**src/rtl/owbm_pkg.sv**
```systemverilog
// ----------------------------------------------------------------------------
// owbm_pkg
// shared types and constants of the one-wire bus master
// ----------------------------------------------------------------------------
`timescale 1ns / 1ps

package owbm_pkg;

	localparam int TIMER_BITS_DEF = 10;
	localparam int CFG_W          = 10;
	localparam int CFG_IDX_W      = 3;
	localparam int IN_DATA_W      = 16;
	localparam int IN_USER_W      = 3;
	localparam int OUT_DATA_W     = 16;

	// command codes
	localparam logic [2:0] OP_NONE       = 3'd0;
	localparam logic [2:0] OP_RESET      = 3'd1;
	localparam logic [2:0] OP_WRITE_BYTE = 3'd2;
	localparam logic [2:0] OP_READ_BYTE  = 3'd3;
	localparam logic [2:0] OP_WRITE_BIT  = 3'd4;
	localparam logic [2:0] OP_READ_BIT   = 3'd5;

	// reset status codes
	localparam logic [1:0] ST_PRESENCE = 2'd0;
	localparam logic [1:0] ST_HELD_LOW = 2'd1;
	localparam logic [1:0] ST_NO_PRES  = 2'd2;

	// register indexes
	localparam logic [CFG_IDX_W-1:0] REG_RESET_LOW   = 3'd0;
	localparam logic [CFG_IDX_W-1:0] REG_LONG_SLOT   = 3'd1;
	localparam logic [CFG_IDX_W-1:0] REG_SHORT_SLOT  = 3'd2;
	localparam logic [CFG_IDX_W-1:0] REG_READ_HOLD   = 3'd3;
	localparam logic [CFG_IDX_W-1:0] REG_AFTER_RESET = 3'd4;

	// register reset values
	localparam logic [CFG_W-1:0] RST_RESET_LOW   = 10'd480;
	localparam logic [CFG_W-1:0] RST_LONG_SLOT   = 10'd60;
	localparam logic [CFG_W-1:0] RST_SHORT_SLOT  = 10'd10;
	localparam logic [CFG_W-1:0] RST_READ_HOLD   = 10'd2;
	localparam logic [CFG_W-1:0] RST_AFTER_RESET = 10'd420;

	localparam int BITS_PER_BYTE = 8;

	typedef struct packed {
		logic [CFG_W-1:0] reset_low_time;
		logic [CFG_W-1:0] long_slot_time;
		logic [CFG_W-1:0] short_slot_time;
		logic [CFG_W-1:0] read_hold_time;
		logic [CFG_W-1:0] after_reset_time;
	} cfg_t;

	typedef struct packed {
		logic [1:0] status;
		logic [7:0] read_data;
		logic       done_res;
		logic       busy_res;
		logic       pull_low;
	} res_t;

endpackage

```
**src/rtl/one_wire_bus_master_top.sv**
```systemverilog
// ----------------------------------------------------------------------------
// one_wire_bus_master_top: a tick's result is registered at its accept
// throughput one tick per cycle while no held result is stalled, set by the single-step sequencer state update
// the output register frees s_tready whenever m_tready takes the held result
// arst_n clears all state but the result register: idle, timers zero, registers to default times
// ----------------------------------------------------------------------------
`timescale 1ns / 1ps

module one_wire_bus_master_top #(
	parameter int TIMER_BITS = owbm_pkg::TIMER_BITS_DEF
) (
	input  logic                              clk,
	input  logic                              arst_n,
	input  logic                              s_tvalid,
	output logic                              s_tready,
	// data_byte[7:0], line_level[8], zero fill
	input  logic [owbm_pkg::IN_DATA_W-1:0]    s_tdata,
	// opcode[2:0]
	input  logic [owbm_pkg::IN_USER_W-1:0]    s_tuser,
	output logic                              m_tvalid,
	input  logic                              m_tready,
	// pull_low[0], busy_res[1], done_res[2], read_data[10:3], status[12:11], zero fill
	output logic [owbm_pkg::OUT_DATA_W-1:0]   m_tdata,
	input  logic                              cfg_valid,
	output logic                              cfg_ready,
	input  logic [owbm_pkg::CFG_IDX_W-1:0]    cfg_index,
	input  logic [owbm_pkg::CFG_W-1:0]        cfg_data
);

	owbm_pkg::cfg_t cfg;
	owbm_pkg::res_t res;
	logic           accept;
	logic           m_tvalid_q;
	owbm_pkg::res_t m_res_q;

	assign cfg_ready = 1'b1;
	assign s_tready  = !m_tvalid_q || m_tready;
	assign accept    = s_tvalid && s_tready;

	owbm_cfg u_cfg (
		.clk      (clk),
		.arst_n   (arst_n),
		.wr_en    (cfg_valid && cfg_ready),
		.wr_index (cfg_index),
		.wr_data  (cfg_data),
		.cfg      (cfg)
	);

	owbm_core #(
		.TIMER_BITS (TIMER_BITS)
	) u_core (
		.clk        (clk),
		.arst_n     (arst_n),
		.step       (accept),
		.opcode     (s_tuser),
		.data_byte  (s_tdata[7:0]),
		.line_level (s_tdata[8]),
		.cfg        (cfg),
		.res        (res)
	);

	always_ff @(posedge clk or negedge arst_n) begin
		if (!arst_n) begin
			m_tvalid_q <= 1'b0;
		end else if (s_tready) begin
			m_tvalid_q <= s_tvalid;
		end
	end

	always_ff @(posedge clk) begin
		if (accept) begin
			m_res_q <= res;
		end
	end

	assign m_tvalid = m_tvalid_q;
	assign m_tdata  = {{(owbm_pkg::OUT_DATA_W - $bits(owbm_pkg::res_t)){1'b0}}, m_res_q};

endmodule

```
**src/rtl/owbm_cfg.sv**
```systemverilog
// ----------------------------------------------------------------------------
// owbm_cfg
// timing register file, written over the configuration channel
// ----------------------------------------------------------------------------
`timescale 1ns / 1ps

module owbm_cfg (
	input  logic                             clk,
	input  logic                             arst_n,
	input  logic                             wr_en,
	input  logic [owbm_pkg::CFG_IDX_W-1:0]   wr_index,
	input  logic [owbm_pkg::CFG_W-1:0]       wr_data,
	output owbm_pkg::cfg_t                   cfg
);

	owbm_pkg::cfg_t cfg_q;

	always_ff @(posedge clk or negedge arst_n) begin
		if (!arst_n) begin
			cfg_q.reset_low_time   <= owbm_pkg::RST_RESET_LOW;
			cfg_q.long_slot_time   <= owbm_pkg::RST_LONG_SLOT;
			cfg_q.short_slot_time  <= owbm_pkg::RST_SHORT_SLOT;
			cfg_q.read_hold_time   <= owbm_pkg::RST_READ_HOLD;
			cfg_q.after_reset_time <= owbm_pkg::RST_AFTER_RESET;
		end else if (wr_en) begin
			case (wr_index)
				owbm_pkg::REG_RESET_LOW:   cfg_q.reset_low_time   <= wr_data;
				owbm_pkg::REG_LONG_SLOT:   cfg_q.long_slot_time   <= wr_data;
				owbm_pkg::REG_SHORT_SLOT:  cfg_q.short_slot_time  <= wr_data;
				owbm_pkg::REG_READ_HOLD:   cfg_q.read_hold_time   <= wr_data;
				owbm_pkg::REG_AFTER_RESET: cfg_q.after_reset_time <= wr_data;
				default: begin
					// writes past the register list are dropped
				end
			endcase
		end
	end

	assign cfg = cfg_q;

endmodule

```
**src/rtl/owbm_core.sv**
```systemverilog
// ----------------------------------------------------------------------------
// owbm_core
// bus timing sequencer, advances one phase step per accepted tick
// ----------------------------------------------------------------------------
`timescale 1ns / 1ps

module owbm_core #(
	parameter int TIMER_BITS = owbm_pkg::TIMER_BITS_DEF
) (
	input  logic           clk,
	input  logic           arst_n,
	input  logic           step,
	input  logic [2:0]     opcode,
	input  logic [7:0]     data_byte,
	input  logic           line_level,
	input  owbm_pkg::cfg_t cfg,
	output owbm_pkg::res_t res
);

	typedef enum logic [9:0] {
		PH_IDLE      = 10'b00_0000_0001,
		PH_RST_LOW   = 10'b00_0000_0010,
		PH_RST_WAIT  = 10'b00_0000_0100,
		PH_RST_AFTER = 10'b00_0000_1000,
		PH_WR_LOW    = 10'b00_0001_0000,
		PH_WR_HIGH   = 10'b00_0010_0000,
		PH_RD_LOW    = 10'b00_0100_0000,
		PH_RD_WAIT   = 10'b00_1000_0000,
		PH_RD_TAIL   = 10'b01_0000_0000,
		PH_BYTE_TAIL = 10'b10_0000_0000
	} phase_t;

	localparam int CW = owbm_pkg::CFG_W;

	phase_t                phase_q;
	logic [TIMER_BITS-1:0] time_left_q;
	logic [3:0]            bit_index_q;
	logic [7:0]            shift_data_q;
	logic [2:0]            active_cmd_q;
	logic [1:0]            last_status_q;
	logic [7:0]            held_read_q;

	phase_t                ph_n;
	logic [TIMER_BITS-1:0] tl_n;
	logic [3:0]            bi_n;
	logic [7:0]            sd_n;
	logic [2:0]            act_n;
	logic [1:0]            st_n;
	logic [7:0]            hr_n;
	logic                  pull;
	logic                  done;

	// clamp a register time to the timer range
	function automatic logic [TIMER_BITS-1:0] sat(input logic [CW-1:0] t);
		logic [CW+TIMER_BITS-1:0] tw;
		logic [CW+TIMER_BITS-1:0] cw;
		tw = {{TIMER_BITS{1'b0}}, t};
		cw = {{CW{1'b0}}, {TIMER_BITS{1'b1}}};
		if (tw > cw)
			sat = {TIMER_BITS{1'b1}};
		else
			sat = tw[TIMER_BITS-1:0];
	endfunction

	always_comb begin
		ph_n  = phase_q;
		tl_n  = time_left_q;
		bi_n  = bit_index_q;
		sd_n  = shift_data_q;
		act_n = active_cmd_q;
		st_n  = last_status_q;
		hr_n  = held_read_q;
		pull  = 1'b0;
		done  = 1'b0;

		// command start, the first phase runs on this same tick
		if (phase_q == PH_IDLE && opcode >= owbm_pkg::OP_RESET &&
				opcode <= owbm_pkg::OP_READ_BIT) begin
			act_n = opcode;
			bi_n  = 4'd0;
			case (opcode)
				owbm_pkg::OP_RESET: begin
					if (!line_level) begin
						st_n = owbm_pkg::ST_HELD_LOW;
						done = 1'b1;
					end else begin
						ph_n = PH_RST_LOW;
						tl_n = sat(cfg.reset_low_time);
					end
				end
				owbm_pkg::OP_WRITE_BYTE, owbm_pkg::OP_WRITE_BIT: begin
					sd_n = (opcode == owbm_pkg::OP_WRITE_BYTE) ? data_byte :
						{7'd0, data_byte[0]};
					ph_n = PH_WR_LOW;
					tl_n = sat(sd_n[0] ? cfg.short_slot_time : cfg.long_slot_time);
				end
				default: begin
					sd_n = 8'd0;
					ph_n = PH_RD_LOW;
					tl_n = sat(cfg.read_hold_time);
				end
			endcase
		end

		if (ph_n != PH_IDLE) begin
			pull = (ph_n == PH_RST_LOW) || (ph_n == PH_WR_LOW) || (ph_n == PH_RD_LOW);
			if (tl_n > TIMER_BITS'(1)) begin
				tl_n = tl_n - TIMER_BITS'(1);
			end else begin
				case (ph_n)
					PH_RST_LOW: begin
						ph_n = PH_RST_WAIT;
						tl_n = sat(cfg.long_slot_time);
					end
					PH_RST_WAIT: begin
						st_n = line_level ? owbm_pkg::ST_NO_PRES : owbm_pkg::ST_PRESENCE;
						if (cfg.after_reset_time == '0) begin
							ph_n = PH_IDLE;
							tl_n = '0;
							done = 1'b1;
						end else begin
							ph_n = PH_RST_AFTER;
							tl_n = sat(cfg.after_reset_time);
						end
					end
					PH_WR_LOW: begin
						ph_n = PH_WR_HIGH;
						tl_n = sat(sd_n[0] ? cfg.long_slot_time : cfg.short_slot_time);
					end
					PH_WR_HIGH: begin
						bi_n = bi_n + 4'd1;
						sd_n = {1'b0, sd_n[7:1]};
						if (act_n == owbm_pkg::OP_WRITE_BYTE &&
								bi_n < 4'(owbm_pkg::BITS_PER_BYTE)) begin
							ph_n = PH_WR_LOW;
							tl_n = sat(sd_n[0] ? cfg.short_slot_time : cfg.long_slot_time);
						end else begin
							ph_n = PH_IDLE;
							tl_n = '0;
							done = 1'b1;
						end
					end
					PH_RD_LOW: begin
						ph_n = PH_RD_WAIT;
						tl_n = sat(cfg.short_slot_time);
					end
					PH_RD_WAIT: begin
						if (line_level)
							sd_n[bi_n[2:0]] = 1'b1;
						ph_n = PH_RD_TAIL;
						tl_n = sat(cfg.long_slot_time);
					end
					PH_RD_TAIL: begin
						bi_n = bi_n + 4'd1;
						if (act_n == owbm_pkg::OP_READ_BYTE) begin
							if (bi_n < 4'(owbm_pkg::BITS_PER_BYTE)) begin
								ph_n = PH_RD_LOW;
								tl_n = sat(cfg.read_hold_time);
							end else begin
								ph_n = PH_BYTE_TAIL;
								tl_n = sat(cfg.long_slot_time);
							end
						end else begin
							hr_n = sd_n;
							ph_n = PH_IDLE;
							tl_n = '0;
							done = 1'b1;
						end
					end
					PH_BYTE_TAIL: begin
						hr_n = sd_n;
						ph_n = PH_IDLE;
						tl_n = '0;
						done = 1'b1;
					end
					default: begin
						// recovery wait and any stray code simply finish
						ph_n = PH_IDLE;
						tl_n = '0;
						done = 1'b1;
					end
				endcase
			end
		end
	end

	always_ff @(posedge clk or negedge arst_n) begin
		if (!arst_n) begin
			phase_q       <= PH_IDLE;
			time_left_q   <= '0;
			bit_index_q   <= 4'd0;
			shift_data_q  <= 8'd0;
			active_cmd_q  <= owbm_pkg::OP_NONE;
			last_status_q <= owbm_pkg::ST_PRESENCE;
			held_read_q   <= 8'd0;
		end else if (step) begin
			phase_q       <= ph_n;
			time_left_q   <= tl_n;
			bit_index_q   <= bi_n;
			shift_data_q  <= sd_n;
			active_cmd_q  <= act_n;
			last_status_q <= st_n;
			held_read_q   <= hr_n;
		end
	end

	always_comb begin
		res.pull_low  = pull;
		res.busy_res  = (ph_n != PH_IDLE);
		res.done_res  = done;
		res.read_data = hr_n;
		res.status    = st_n;
	end

endmodule

```
**config.mk**
```make
export PLATFORM = sky130hd
export DESIGN_NAME = one_wire_bus_master_top
export DESIGN_NICKNAME = d
export VERILOG_FILES = /design/src/rtl/owbm_pkg.sv /design/src/rtl/one_wire_bus_master_top.sv /design/src/rtl/owbm_cfg.sv /design/src/rtl/owbm_core.sv
export SDC_FILE = /design/constraint.sdc
export NUM_CORES = 1
export LEC_CHECK = 0
export ABC_CLOCK_PERIOD_IN_PS = 10800
export BUFFER_PORTS_ARGS = -buffer_cell sky130_fd_sc_hd__buf_4
export CORE_ASPECT_RATIO = 0.6
export CORE_UTILIZATION = 45
export DETAILED_ROUTE_END_ITERATION = 6
export PLACE_DENSITY_LB_ADDON = 0.1
export RECOVER_POWER = 25
export SLEW_MARGIN = 10
export SYNTH_ARGS = -nofsm -noshare
export SYNTH_HDL_FRONTEND = slang
export SYNTH_SLANG_ARGS = --single-unit
```
**constraint.sdc**
```tcl
create_clock -name clk -period 10.8 [get_ports clk]
set_input_delay 2.16 -clock clk [delete_from_list [all_inputs] [get_ports clk]]
set_output_delay 2.16 -clock clk [all_outputs]
set_load 0.02 [all_outputs]
```
Yosys cells after proc, flatten, opt, wreduce, memory -nomap -nowiden
Cells that the tools add are included.

Add/sub/neg operators: 2. Multiplexer cells: 57. Reduce and logical (&&, ||, !) cells: 20. Equal/unequal tests: 20. $lt $le $gt $ge: 6. Bitwise logic cells: 1.

Operator list (number): $mux W10 (17); $pmux W10 S7 (1); $mux W8 (8); $pmux W10 S6 (1); $pmux W8 S2 (3); $pmux W10 S2 (2); $mux W4 (5); $ne A10 B1 Y1 const B (2); $eq A3 B2 Y1 const B (5); $mux W2 (7); $eq A10 B1 Y1 const B (1); $eq A10 B10 Y1 const B (1); $eq A10 B2 Y1 const B (1); $eq A10 B3 Y1 const B (1); $eq A10 B5 Y1 const B (1); $eq A10 B6 Y1 const B (1); $eq A10 B7 Y1 const B (1); $eq A10 B8 Y1 const B (1); $eq A10 B9 Y1 const B (1); $gt A10 B1 Y1 const B (1); $logic_not A10 Y1 (1); $reduce_and A2 Y1 (5); $sub A10 B1 Y10 const B (1); $mux W1 (9); 18 further kinds (29).

Register bits after elaboration: 109. Bits of input ports: 37. Logic and storage cells: 124.

Depth between registers and ports, before layout
Gate-level depths: netlist of the first run.

Word-level depth: 13. Gate-level depth with buffers: 15.

Hierarchy
A second synthesis of the first run with hierarchy kept.

Cell total of the unflattened synthesis: 654. Area total of the unflattened synthesis: 6571.3 µm².

Modules (own cells, without submodules): owbm_core (cells each 521, instances 1, seq. area each 1127.3 µm², area an instance 4149.0 µm²); owbm_cfg (cells each 110, instances 1, seq. area each 1270.0 µm², area an instance 1940.6 µm²); one_wire_bus_master_top (cells each 23, instances 1, seq. area each 415.4 µm², area an instance 481.7 µm²).

Worst setup path after synthesis of the first run
OpenSTA, ideal clock, no wires.

Kind: input -> register. Start point: input s_tuser[2] (netlist name). End point: register m_res_q, in the netlist m_tdata[10], data pin. Stages on the path: 13. Arrival: 5.163 ns. Setup time: 0.260 ns. Buffers on the path: 3. Slack: 5.377 ns. Cells stage by stage: buf_2 a211o_1 nor2_1 nand2_1 clkbuf_1 clkbuf_1 o2bb2ai_1 ha_1 o21ai_1 a211oi_4 nand3_2 nor2_2 mux2_2.

RTL lines: from (decl) (line one_wire_bus_master_top.sv:19) `input logic [owbm_pkg::IN_USER_W-1:0] s_tuser,`; to (signal assigned) (line one_wire_bus_master_top.sv:72) `m_res_q <= res;`; to (decl) (line one_wire_bus_master_top.sv:34) `owbm_pkg::res_t m_res_q;`.

==> run summary, run 1 <==
After layout, the minimum clock period comes to 6.341 ns. Final max-slew violation count: 99. STA classifies the critical path endpoint as an async pin. The later pin in the worst-skew pair is clocked with a latency of 0.36 ns. Setup repair after global routing left no endpoint under its margin.

Port buffering added 44 buffers. 0 antenna diodes ended up in the layout. In this run the number of H-tree levels came out at 3. The switching fraction of total power came out at 39.35%. The type of the tightest min-delay check is reg2reg. Setup violations remaining at the end of the flow were counted as 0.

Each instance of the synthesized netlist takes up on average 10.19 sq um. The count of distinct cell types in the synthesized netlist was 93. TritonCTS built the clock tree.

Across every metal layer, demand over resource in global routing totals 29.94%. The congestion estimate from routability-driven global placement came to 0.9850. The logs give 62 for the maximum number of pins on one net before global-route repair and 0.09819 mV for the peak supply drop.

The floorplan step defined a core boundary enclosing 14800 sq um. Once the floorplan was initialized, standard cells occupied 47.09% of the core. For the clock buffer count from CTS, the log shows 9.

The routed design has 22770 um of wire. The post-synthesis to final-layout area growth works out to 11.13%. After synthesis the cells add up to 6972 sq um. Counting every instance in the synthesized netlist gives 684. Summed over all failing endpoints, the final setup total negative slack is 0 ns. For the worst-case headroom to the max-slew limit, the log shows -119.9%. The gate family responsible for the most delay along the worst path was buffers and inverters. The logs give 5923 for the number of global-route vias before repair and 2 for the maximum buffer depth of the clock tree. Synthesis inferred 109 register bits. After clock tree synthesis, the flow added hold-fix buffers numbering 0. The detailed router's first-iteration violation count is 735.

Counting every sink on the clock net gives 109. The transition time at the pin with the least slew margin was 3.299 ns. The first global-routing pass estimated 35830 um of wire. The worst path uses 58.71% of the clock period. The flow ran to the end, but the final reports show violations.

The setup slack on the worst flop-to-flop path is 6.07 ns. In this run, the clock network consumes 23.9% of the power. The most used flip-flop cell after synthesis was dfrtp_1.

The die is 162.7 um wide. Chip height: 98.42 um. Cells with a size suffix above 1 make up 28.53% of the layout. The critical path in this run is classified as in2async. The tools report the DRC violation count after routing as 0. Per report_power, the combinational group accounts for 36.0% of the total.

The critical path contains buffers and inverters numbering 2 combined. Of all nets on the critical path, the largest fanout is 61. The logs give 0 for the count of cells resized by post-cts repair and 6.07 ns for the data arrival at the endpoint of the critical path. The area used by sequential logic in the layout was 2813 sq um; the required time of the worst setup path was 10.53 ns. For this run, the register share of the synthesized area comes to 40.34%. The run gives 5 as the count of TritonRoute iterations in the first routing pass. The power per unit of standard cell area is 193.2 nW/um^2, and the total number of nets in the final design is 750.

The clock-pin slew reported for the worst setup and hold paths after clock tree synthesis was 0.07 ns; the internal power was 0.9078 mW. The number of nets with antenna violations after routing was 0. The number of vias after detailed routing was 6123. The most prevalent standard cell on the critical path was clkbuf_1.

For this run, the number of Yosys warnings is 0. In this run, synthesis inferred 13 flip-flops with an integrated enable. The run gives 0 as the final hold violation count. The worst setup path is launched from an input port. The mean number of vias per cell is 6.706. At the end of the flow the core is filled with cells to 52.33%. The critical path goes through clkbuf_1, clkbuf_1.

After synthesis, the share of flip-flops with an asynchronous set or reset is 88.07%. The checks that failed: max-capacitance violations, max-slew violations. The multi-input combinational cells in the finished layout cover a total of 3928 sq um.

For this run the aggregate overflow at the end of global routing stands at 0. The cell type of the slowest stage on the worst timing path was clkbuf_1. Reported max-cap violation count: 2.

Dividing the detail-routed wire length by the instance count gives 24.94 um. The number of antenna violations at the first check in global routing is 0, and the filler cell count is 1361. For this run, the slowest stage of the critical path takes 2.43 ns. The logs give 17170 um for the HPWL after detailed placement and 34 for the count of standard-cell rows. The clock arrives with 0.01297 ns of skew.

The logs give 0.5889 mW for the reported net switching power and 157.7 MHz for the maximum clock frequency. The share of total power dissipated in sequential elements is 40.1%. The number of I/O pins was 56; the full die area was 16010 sq um. The logs give 0 for the buffers inserted during post-CTS setup optimization and 1.497 mW for the overall power of the completed layout.

The root buffer cell chosen for the clock tree is clkbuf_16. The run gives 3.029 nW as the leakage power figure.
## through the flow
stage	instances	hold WS (ns)	area, sq um	setup slack [ns]
floorplan	686	0.4494	6979	5.377
global placement	897	0.4682	7446	4.633
detailed placement	897	0.4885	7446	4.594
CTS	913	0.5016	7766	4.949
global route	913	0.5343	7747	3.537
finish	913	0.5029	7747	4.459
## layer usage
layer / track usage, % / vias up / routed length (um)
met5: 0 / - / 0
met4: 6.542 / 0 / 260
met3: 8.460 / 24 / 2307
met2: 38.92 / 307 / 8687
met1: 47.76 / 3082 / 11510
li1: - / 2710 / -
## worst paths after layout
check	start	cells past startpoint	to
max	arst_n	2	u_core.phase_q[4]$_DFFE_PN0P_
min	u_core.shift_data_q[3]$_DFFE_PN0P_	2	u_core.shift_data_q[3]$_DFFE_PN0P_
max reg2reg	u_core.phase_q[8]$_DFFE_PN0P_	8	u_core.time_left_q[6]$_DFFE_PN0P_
min reg2reg	u_core.shift_data_q[3]$_DFFE_PN0P_	2	u_core.shift_data_q[3]$_DFFE_PN0P_
max in group clk	s_tuser[2]	9	u_core.time_left_q[6]$_DFFE_PN0P_
min in group asynchronous	arst_n	1	u_cfg.cfg[24]$_DFFE_PN0P_
## kinds of logic (layout without fill, tap and decap cells)
logic type	count (synthesis)	in the layout	share of synthesized area, %
xor gates and xnor gates	4	4	0.6103
and+or+nand+nor	224	224	18.09
muxes	93	93	15.42
other	2	4	0.1077
DFF	109	109	40.34
adders and majority gates	3	3	0.5385
buffers and inverters	54	83	3.517
AOI/OAI and AO/OA	195	195	21.37
## Yosys cell counts (12+ instances only)
cell | number | share of area [%]
dfrtp_1 | 80 | 29
mux2_2 | 79 | 13
nor2_1 | 44 | 2.4
nand2_1 | 37 | 2.0
nor3_1 | 31 | 2.2
o21ai_0 | 28 | 2.0
clkbuf_1 | 26 | 1.4
a21oi_1 | 19 | 1.4
dfstp_2 | 16 | 6.0
nor4_1 | 16 | 1.4
a22o_1 | 15 | 1.9
nand3_1 | 14 | 1.0
edfxtp_1 | 13 | 5.6
a211oi_1 | 12 | 1.3
inv_1 | 12 | 0.65
## area by class of cell
| type | instances | area share, % |
|---|---|---|
| clock inverter | 5 | 0.8721 |
| timing repair buffer | 55 | 5.087 |
| inverter | 12 | 0.5814 |
| multi-input combinational | 523 | 50.69 |
| tap | 198 | 3.198 |
| sequential | 109 | 36.30 |
| clock buffer | 11 | 3.262 |
## sequential cells by signal, summed over array words and instances (netlist names)
signal and cells:
u_core.shift_data_q 8, u_core.time_left_q 10, u_core.bit_index_q 4, u_cfg.cfg 50
u_core.held_read_q 8, m_tdata 13, u_core.last_status_q 2, m_tvalid 1
u_core.phase_q 10, u_core.active_cmd_q 3
## worst reg2reg max path, cell delays in order (launching register included)
cell,delay [ns]
dfrtp_1,0.53
or4_4,0.59
nor3_4,0.39
a31oi_1,0.24
and3_1,0.25
o21ai_0,0.92
o21ai_0,0.61
a221oi_1,0.86
o22ai_1,0.19
## power groups by stage
stage	combinational [mW]	sequential, mW	clock [mW]
6_report	0.539	0.600	0.357
5_1_grt	0.583	0.613	0.376
4_1_cts	0.522	0.597	0.362
3_5_place_dp	0.521	0.603	0
3_3_place_gp	0.513	0.602	0
2_1_floorplan	0.374	0.565	0
## layout by cell type, fill, tap and decap left out, types with 10 or more instances in the layout
master,n
a21oi_1,19
nand2_1,37
dfrtp_1,80
a222oi_1,10
o21ai_0,28
nor3_1,31
a22o_1,15
dfstp_2,16
edfxtp_1,13
nor2_1,44
inv_1,12
a31oi_1,10
nand3_1,14
buf_4,49
mux2_2,79
a211oi_1,12
nor4_1,15
No activity file was read; power rests on OpenSTA's default activity.
==> run 2, diff against run 1 <==
- ABC_CLOCK_PERIOD_IN_PS: 10800 -> 5550
- clock period: 10.8 -> 5.55 ns (I/O delays scaled with it)
==> run summary, run 2 (synthesized netlist as in run 1, its figures left out) <==
The flow ran to the end, but the final reports show violations. Violations in the final reports: max-capacitance violations, max-slew violations (unchanged). The tools report the number of non-filler instances in the completed layout as 920 (was 913). The tools report the number of antenna violations at the first check in global routing as 0 (unchanged). The starting utilization of the core area was 47.09% (unchanged).

Delay of the slowest cell on the worst path: 0.68 ns (was 2.43 ns). The final instance area is 7761 sq um (was 7747 sq um). Commonest non-fill, non-tap cell in the layout: dfrtp_1 (unchanged). The logs give 0 (unchanged) for the post-cts hold buffer count and 65 (was 62) for the maximum number of pins on one net before global-route repair. Detailed router's first-iteration violation count: 817 (was 735). TritonCTS built the clock tree.

Total congestion overflow after global routing: 0 (unchanged). The mean number of vias per cell came out at 6.717 (was 6.706). The sequential fraction of design power is 40.8% (was 40.1%). The category of the critical setup timing path was in2reg (was in2async).

Setup repair after global routing left no endpoint under its margin. Largest fanout of any net on the critical path: 23 (was 61). The flip-flop count of the largest register after layout works out to 50 (unchanged). The final setup violation count was 0 (unchanged); the post-layout minimum cycle time was 4.631 ns. The buffers inserted during post-CTS setup optimization came out at 0 (unchanged).

Leading cell types in the layout, fill and taps excluded: 80 x dfrtp_1, 79 x mux2_2, 55 x buf_4 (was 80 x dfrtp_1, 79 x mux2_2, 49 x buf_4). The routability-driven placement congestion ratio is 0.9726 (was 0.9850), and the chip height is 98.42 um (unchanged). Leakage power figure: 3.045 nW (was 3.029 nW). The run gives 1.144 mW (was 0.5889 mW) as the reported net switching power. The number of nets with antenna violations after routing is 0 (unchanged), and the number of global-route vias before repair is 5877 (was 5923).

DRC violation count after routing: 0 (unchanged). The tools report the endpoint kind of the worst setup timing path as a flip-flop (was an async pin). The tools report the internal power as 1.721 mW (was 0.9078 mW).

Timing would allow up to 216.0 MHz. The run gives 14800 sq um (unchanged) as the core box area. The final hold violation count was 0 (unchanged). The clock tree root driver cell was clkbuf_16 (unchanged). The clock-pin slew reported for the worst setup and hold paths after clock tree synthesis was 0.07 ns (about the same). The detail-routed net length per standard cell is 24.85 um (was 24.94 um), and the count of TritonRoute iterations in the first routing pass is 7 (was 5). The worst hold slack after final layout is 0.4966 ns (was 0.5029 ns), and the switching fraction of total power is 39.93% (was 39.35%). The total number of clock tree sinks is 109 (unchanged).

Number of inserted diodes: 0 (unchanged). Power per unit of standard cell area: 369.2 nW/um^2 (was 193.2 nW/um^2). The number of cells after detailed placement came out at 904 (was 897). For the standard cell area after detailed placement, the log shows 7498 sq um (was 7446 sq um). The HPWL after detailed placement came out at 17210 um (was 17170 um). Cell type of the slowest stage on the worst timing path: nor3_4 (was clkbuf_1).

The filler cell count came out at 1349 (was 1361). The logs give 0.007099 ns (was 0.01297 ns) for the clock skew after layout and 2 (unchanged) for the maximum buffer depth of the clock tree. The fraction of power consumed by the clock network was 22.1% (was 23.9%); the sum of routed wire length over all layers was 22860 um (was 22770 um). The logs give 3 (unchanged) for the number of levels the H-tree was split into and 35600 um (was 35830 um) for the global-route wire length before repair. The transition time at the pin with the least slew margin was 1.943 ns (was 3.299 ns).

For the clock buffer count from CTS, the log shows 9 (unchanged). Startpoint type of the worst setup path: an input port (unchanged). The run gives 34 (unchanged) as the count of standard-cell rows. The tools report the final max-slew violation count as 99 (unchanged). The tools report the worst-case headroom to the max-slew limit as -29.56% (was -119.9%). The multi-input gate area in the final layout came out at 3928 sq um (unchanged). The full die area came out at 16010 sq um (unchanged). The fraction of power consumed by combinational cells was 37.1% (was 36.0%); the width of the die was 162.7 um (unchanged).

The tools report the count of cells resized by post-cts repair as 0 (unchanged). In the finished design, the share of the clock period the worst path needs comes to 83.43%. The clock insertion delay at the later pin of the skew report came out at 0.35 ns (was 0.36 ns). The share of post-route cells with drive strength above 1 was 29.22% (was 28.53%). The overall global routing resource usage is 29.61% (was 29.94%).

The tools report the reported max-cap violation count as 2 (unchanged). Cell Chain, Critical Path: buf_4, a211o_1, nor2_1, o211ai_1, a21oi_1, ha_1, o21ai_1, a211o_1, nor3_4, a21oi_1, o22a_1 (was clkbuf_1, clkbuf_1). The post-synthesis to final-layout area growth was 11.32% (was 11.13%); the data arrival at the endpoint of the critical path was 4.73 ns (was 6.07 ns). The logs give 5.65 ns (was 10.53 ns) for the required time of the worst setup path and 0.1546 mV (was 0.09819 mV) for the peak supply drop. The gate family responsible for the most delay along the worst path was compound AO/OA/AOI/OAI gates (was buffers and inverters). The type of the tightest min-delay check was reg2reg (unchanged). The number of vias after detailed routing is 6180 (was 6123). The port buffer count is 44 (unchanged), and the total number of nets in the final design is 757 (was 750). The tools report the number of I/O pins as 56 (unchanged).

The sum of negative setup slack is 0 ns (unchanged). The sum of buffers and inverters on the critical path is 1 (was 2), and the area used by sequential logic in the layout is 2813 sq um (unchanged).
## run 2: cell type report
class                   count  share of cell area, %
repair buffers             62                  5.723
well taps                 198                  3.192
clock buffers              10                  3.079
inverters                  12                 0.5804
multi-input cells         523                  50.60
flip-flops and latches    109                  36.24
clock inverters             6                 0.5804
## run 2: per-stage QoR
step | power (mW) | worst slack [ns] | utilization (%)
2_1_floorplan | 1.827 | 1.177 | -
5_1_grt | 3.017 | 0.6868 | 52.43
3_3_place_gp | 2.181 | 0.7387 | 50.65
4_1_cts | 2.839 | 1.026 | 52.57
6_report | 2.865 | 0.9194 | 52.43
3_5_place_dp | 2.203 | 0.6638 | 50.65
## run 2: path summary, 6_finish.rpt
check	start	to	slack, ns	cells after the start
min in group asynchronous	arst_n	u_core.time_left_q[3]$_DFFE_PN0P_	1.29	1
max in group asynchronous	arst_n	u_core.phase_q[1]$_DFFE_PN0P_	1.82	2
min	u_core.shift_data_q[3]$_DFFE_PN0P_	u_core.shift_data_q[3]$_DFFE_PN0P_	0.50	2
min reg2reg	u_core.shift_data_q[3]$_DFFE_PN0P_	u_core.shift_data_q[3]$_DFFE_PN0P_	0.50	2
max	s_tuser[2]	m_tdata[12]$_DFFE_PP_	0.92	11
max reg2reg	u_core.phase_q[8]$_DFFE_PN0P_	m_tdata[12]$_DFFE_PP_	1.23	10
## run 2: routing by layer
metal  track usage, %  vias to the layer above  wire length (um)  part of all wire, %
li1                 -                     2725                 -                    -
met1            47.98                     3065             11240                   49
met2            38.04                      361              8854                   39
met3            8.123                       29              2517                   11
met4            5.823                        0               250                  1.1
met5                0                        -                 0                    0
## run 2: worst min-delay path: stages (launching register included)
cell and delay [ns]:
dfrtp_1 0.35, nand2_1 0.05, o31ai_1 0.06
## run 2: power groups by stage
stage	Clock (mW)	Sequential, mW	Combinational (mW)
after floorplan	0	1.10	0.727
after global placement	0	1.16	1.02
after CTS	0.645	1.16	1.03
after global routing	0.679	1.19	1.15
final	0.633	1.17	1.06
after detailed placement	0	1.17	1.03
==> run 3, diff against run 2 <==
- ABC_CLOCK_PERIOD_IN_PS: 5550 -> 4400
- clock period: 5.55 -> 4.4 ns (I/O delays scaled with it)
==> run summary, run 3 (synthesized netlist as in run 1, its figures left out) <==
The run finished, with violations left. Violations in the final reports: max-capacitance violations, max-slew violations (unchanged). The HPWL after detailed placement came out at 17880 um (was 17210 um).

Hold path startpoint: u_core.shift_data_q[3]$_DFFE_PN0P_ (unchanged). Final setup violation count: 0 (unchanged). The smallest clock period supported by the final layout is computed as 4.243 ns.

The run gives 727 (was 817) as the detailed router's first-iteration violation count. The tools report the fraction of power consumed by combinational cells as 38.8% (was 37.1%). The type of the tightest min-delay check was reg2reg (unchanged).

Share of post-route cells with drive strength above 1: 33.64% (was 29.22%). Derived from the worst setup path, the maximum achievable clock frequency is 235.7 MHz. The routability-driven placement congestion ratio is 1.002 (was 0.9726), and the total congestion overflow after global routing is 0 (unchanged).

Count of standard-cell rows: 34 (unchanged). TritonCTS built the clock tree. The worst hold slack after final layout is 0.4979 ns (was 0.4966 ns), and the clock buffer count from CTS is 9 (unchanged).

The logs give 2813 sq um (unchanged) for the area used by sequential logic in the layout and 4.54 ns (was 5.65 ns) for the required time of the worst setup path. The standard cell area after detailed placement was 7883 sq um (was 7498 sq um); the largest fanout of any net on the critical path was 10 (was 23). The sum of negative setup slack was 0 ns (unchanged); the reported net switching power was 1.496 mW (was 1.144 mW). The overall global routing resource usage came out at 30.15% (was 29.61%). The tools report the clock skew after layout as 0.009023 ns (was 0.007099 ns). The category of the critical setup timing path is in2reg (unchanged). The logs give 109 (unchanged) for the total number of clock tree sinks and 0.1566 ns (was 0.9194 ns) for the setup slack after layout. Power per unit of standard cell area: 459.3 nW/um^2 (was 369.2 nW/um^2). The clock-pin slew reported for the worst setup and hold paths after clock tree synthesis was 0.08 ns (was 0.07 ns). The chip height is 98.42 um (unchanged), and the sequential fraction of design power is 39.3% (was 40.8%). The maximum number of pins on one net before global-route repair was 80 (was 65); the number of global-route vias before repair was 6111 (was 5877). The filler cell count is 1337 (was 1349), and the reported max-cap violation count is 1 (was 2).

For the number of non-filler instances in the completed layout, the log shows 962 (was 920). The logs give 56 (unchanged) for the number of I/O pins and 0 (unchanged) for the number of nets with antenna violations after routing. The final hold violation count was 0 (unchanged); the total number of nets in the final design was 799 (was 757).

For the clock insertion delay at the later pin of the skew report, the log shows 0.36 ns (was 0.35 ns). The mean number of vias per cell is 6.614 (was 6.717), and the share of the clock period used by the worst path is 96.44%. Data arrival at the endpoint of the critical path: 4.38 ns (was 4.73 ns). Setup repair after global routing left no endpoint under its margin. Cell Chain, Critical Path: buf_4, nor4bb_1, a222oi_1, o2bb2ai_1, inv_1, ha_1, o21ai_1, a211oi_4, nand3_2, buf_4, mux2_2, o211ai_1 (was buf_4, a211o_1, nor2_1, o211ai_1, a21oi_1, ha_1, o21ai_1, a211o_1, nor3_4, a21oi_1, o22a_1). The transition time at the pin with the least slew margin came out at 2.009 ns (was 1.943 ns). Starting utilization of the core area: 47.09% (unchanged).

The tools report the destination of the worst register-to-register timing path as m_tdata[1]$_DFFE_PP_ (was m_tdata[12]$_DFFE_PP_). The cell that appears most often on the critical path is buf_4. The DRC violation count after routing is 0 (unchanged), and the count of cells resized by post-cts repair is 0 (unchanged). The full die area is 16010 sq um (unchanged). The number of cells after detailed placement was 946 (was 904). The post-synthesis to final-layout area growth was 17.18% (was 11.32%); the port buffer count was 44 (unchanged). The cell type of the slowest stage on the worst timing path was nor4bb_1 (was nor3_4). The detail-routed net length per standard cell came out at 24.15 um (was 24.85 um). The fraction of power consumed by the clock network was 21.8% (was 22.1%). The flip-flop count of the largest register after layout was 50 (unchanged); the number of antenna violations at the first check in global routing was 0 (unchanged). The final max-slew violation count is 80 (was 99). The overall power of the completed layout came out at 3.752 mW (was 2.865 mW).

The tools report the origin of the critical flop-to-flop path as u_core.phase_q[2]$_DFFE_PN0P_ (was u_core.phase_q[8]$_DFFE_PN0P_). The width of the die is 162.7 um (unchanged), and the final standard cell utilization of the core is 55.18% (was 52.43%). The leakage power figure is 3.295 nW (was 3.045 nW), and the pre-CTS worst setup slack is -0.04172 ns (was 0.6638 ns). The switching fraction of total power was 39.87% (was 39.93%); the number of vias after detailed routing was 6363 (was 6180). The maximum buffer depth of the clock tree was 2 (unchanged); the sum of routed wire length over all layers was 23230 um (was 22860 um). The endpoint of the worst hold-timing path is u_core.shift_data_q[3]$_DFFE_PN0P_ (unchanged). Number of cells traversed by the worst hold path: 2 (unchanged). The peak supply drop is 0.3114 mV (was 0.1546 mV). The multi-input gate area in the final layout is 3921 sq um (was 3928 sq um). Leading cell types in the layout, fill and taps excluded: 96 x buf_4, 80 x dfrtp_1, 79 x mux2_2 (was 80 x dfrtp_1, 79 x mux2_2, 55 x buf_4). The clock tree root driver cell is clkbuf_16 (unchanged). The setup slack on the worst flop-to-flop path came out at 0.52 ns (was 1.23 ns). Endpoint kind of the worst setup timing path: a flip-flop (unchanged). The tools report the buffers inserted during post-CTS setup optimization as 0 (unchanged).

The cell count of the worst reg-to-reg path was 11 (was 10). The worst-case headroom to the max-slew limit was -33.96% (was -29.56%); the count of TritonRoute iterations in the first routing pass was 5 (was 7). Commonest non-fill, non-tap cell in the layout: buf_4 (was dfrtp_1). The final instance area is 8169 sq um (was 7761 sq um), and the delay of the slowest cell on the worst path is 1.00 ns (was 0.68 ns). The post-cts hold buffer count was 0 (unchanged); the global-route wire length before repair was 36280 um (was 35600 um). The number of levels the H-tree was split into was 3 (unchanged).

The logs give 0 (unchanged) for the number of inserted diodes and 14800 sq um (unchanged) for the core box area. The sum of buffers and inverters on the critical path was 3 (was 1). The startpoint type of the worst setup path is an input port (unchanged). The internal power is 2.256 mW (was 1.721 mW).

Gate family responsible for the most delay along the worst path: compound AO/OA/AOI/OAI gates (unchanged).
[run 3: cell count changes in the layout (fill, tap and decap cells not counted), sizes merged]
cell,before,now
buf,55,102
clkbuf,17,11
inv,14,17
clkinv,3,1
[run 3: worst min-delay path: stages (launching register included)]
cell and delay [ns]:
dfrtp_1 0.35, nand2_1 0.05, o31ai_1 0.07
[run 3: worst max-delay path by stage]
stage	startpoint	endpoint	slack [ns]	cells after the start
detailed placement	s_tuser[1]	m_tdata[5]$_DFFE_PP_	-0.04	11
CTS	s_tuser[1]	m_tdata[1]$_DFFE_PP_	0.31	12
finish	s_tuser[1]	m_tdata[1]$_DFFE_PP_	0.16	12
floorplan	s_tuser[2]	m_tdata[10]$_DFFE_PP_	0.26	13
global placement	s_tuser[1]	m_tdata[1]$_DFFE_PP_	0.05	12
global route	s_tuser[1]	m_tdata[1]$_DFFE_PP_	0.09	12
[run 3: power by group through the flow]
| stage | registers [mW] | logic [mW] | clock network [mW] |
|---|---|---|---|
| floorplan | 1.39 | 0.917 | 0 |
| global placement | 1.48 | 1.38 | 0 |
| detailed placement | 1.48 | 1.41 | 0 |
| CTS | 1.47 | 1.41 | 0.834 |
| global route | 1.50 | 1.55 | 0.877 |
| finish | 1.48 | 1.46 | 0.819 |
[run 3: final cells by class]
cell class | instances | share of cell area, %
inverter | 12 | 0.5514
tap | 198 | 3.033
multi-input combinational | 523 | 48.00
timing repair buffer | 104 | 10.45
sequential | 109 | 34.43
clock inverter | 7 | 0.7811
clock buffer | 9 | 2.757
[run 3: per-layer routing]
layer	wire length (um)	vias to the layer above	GRT usage, %	part of all wire, %
li1	-	2811	-	-
met4	238	0	5.392	1.0
met2	8862	349	38.69	38
met5	0	-	0	0
met1	11440	3174	48.98	49
met3	2687	29	8.460	12
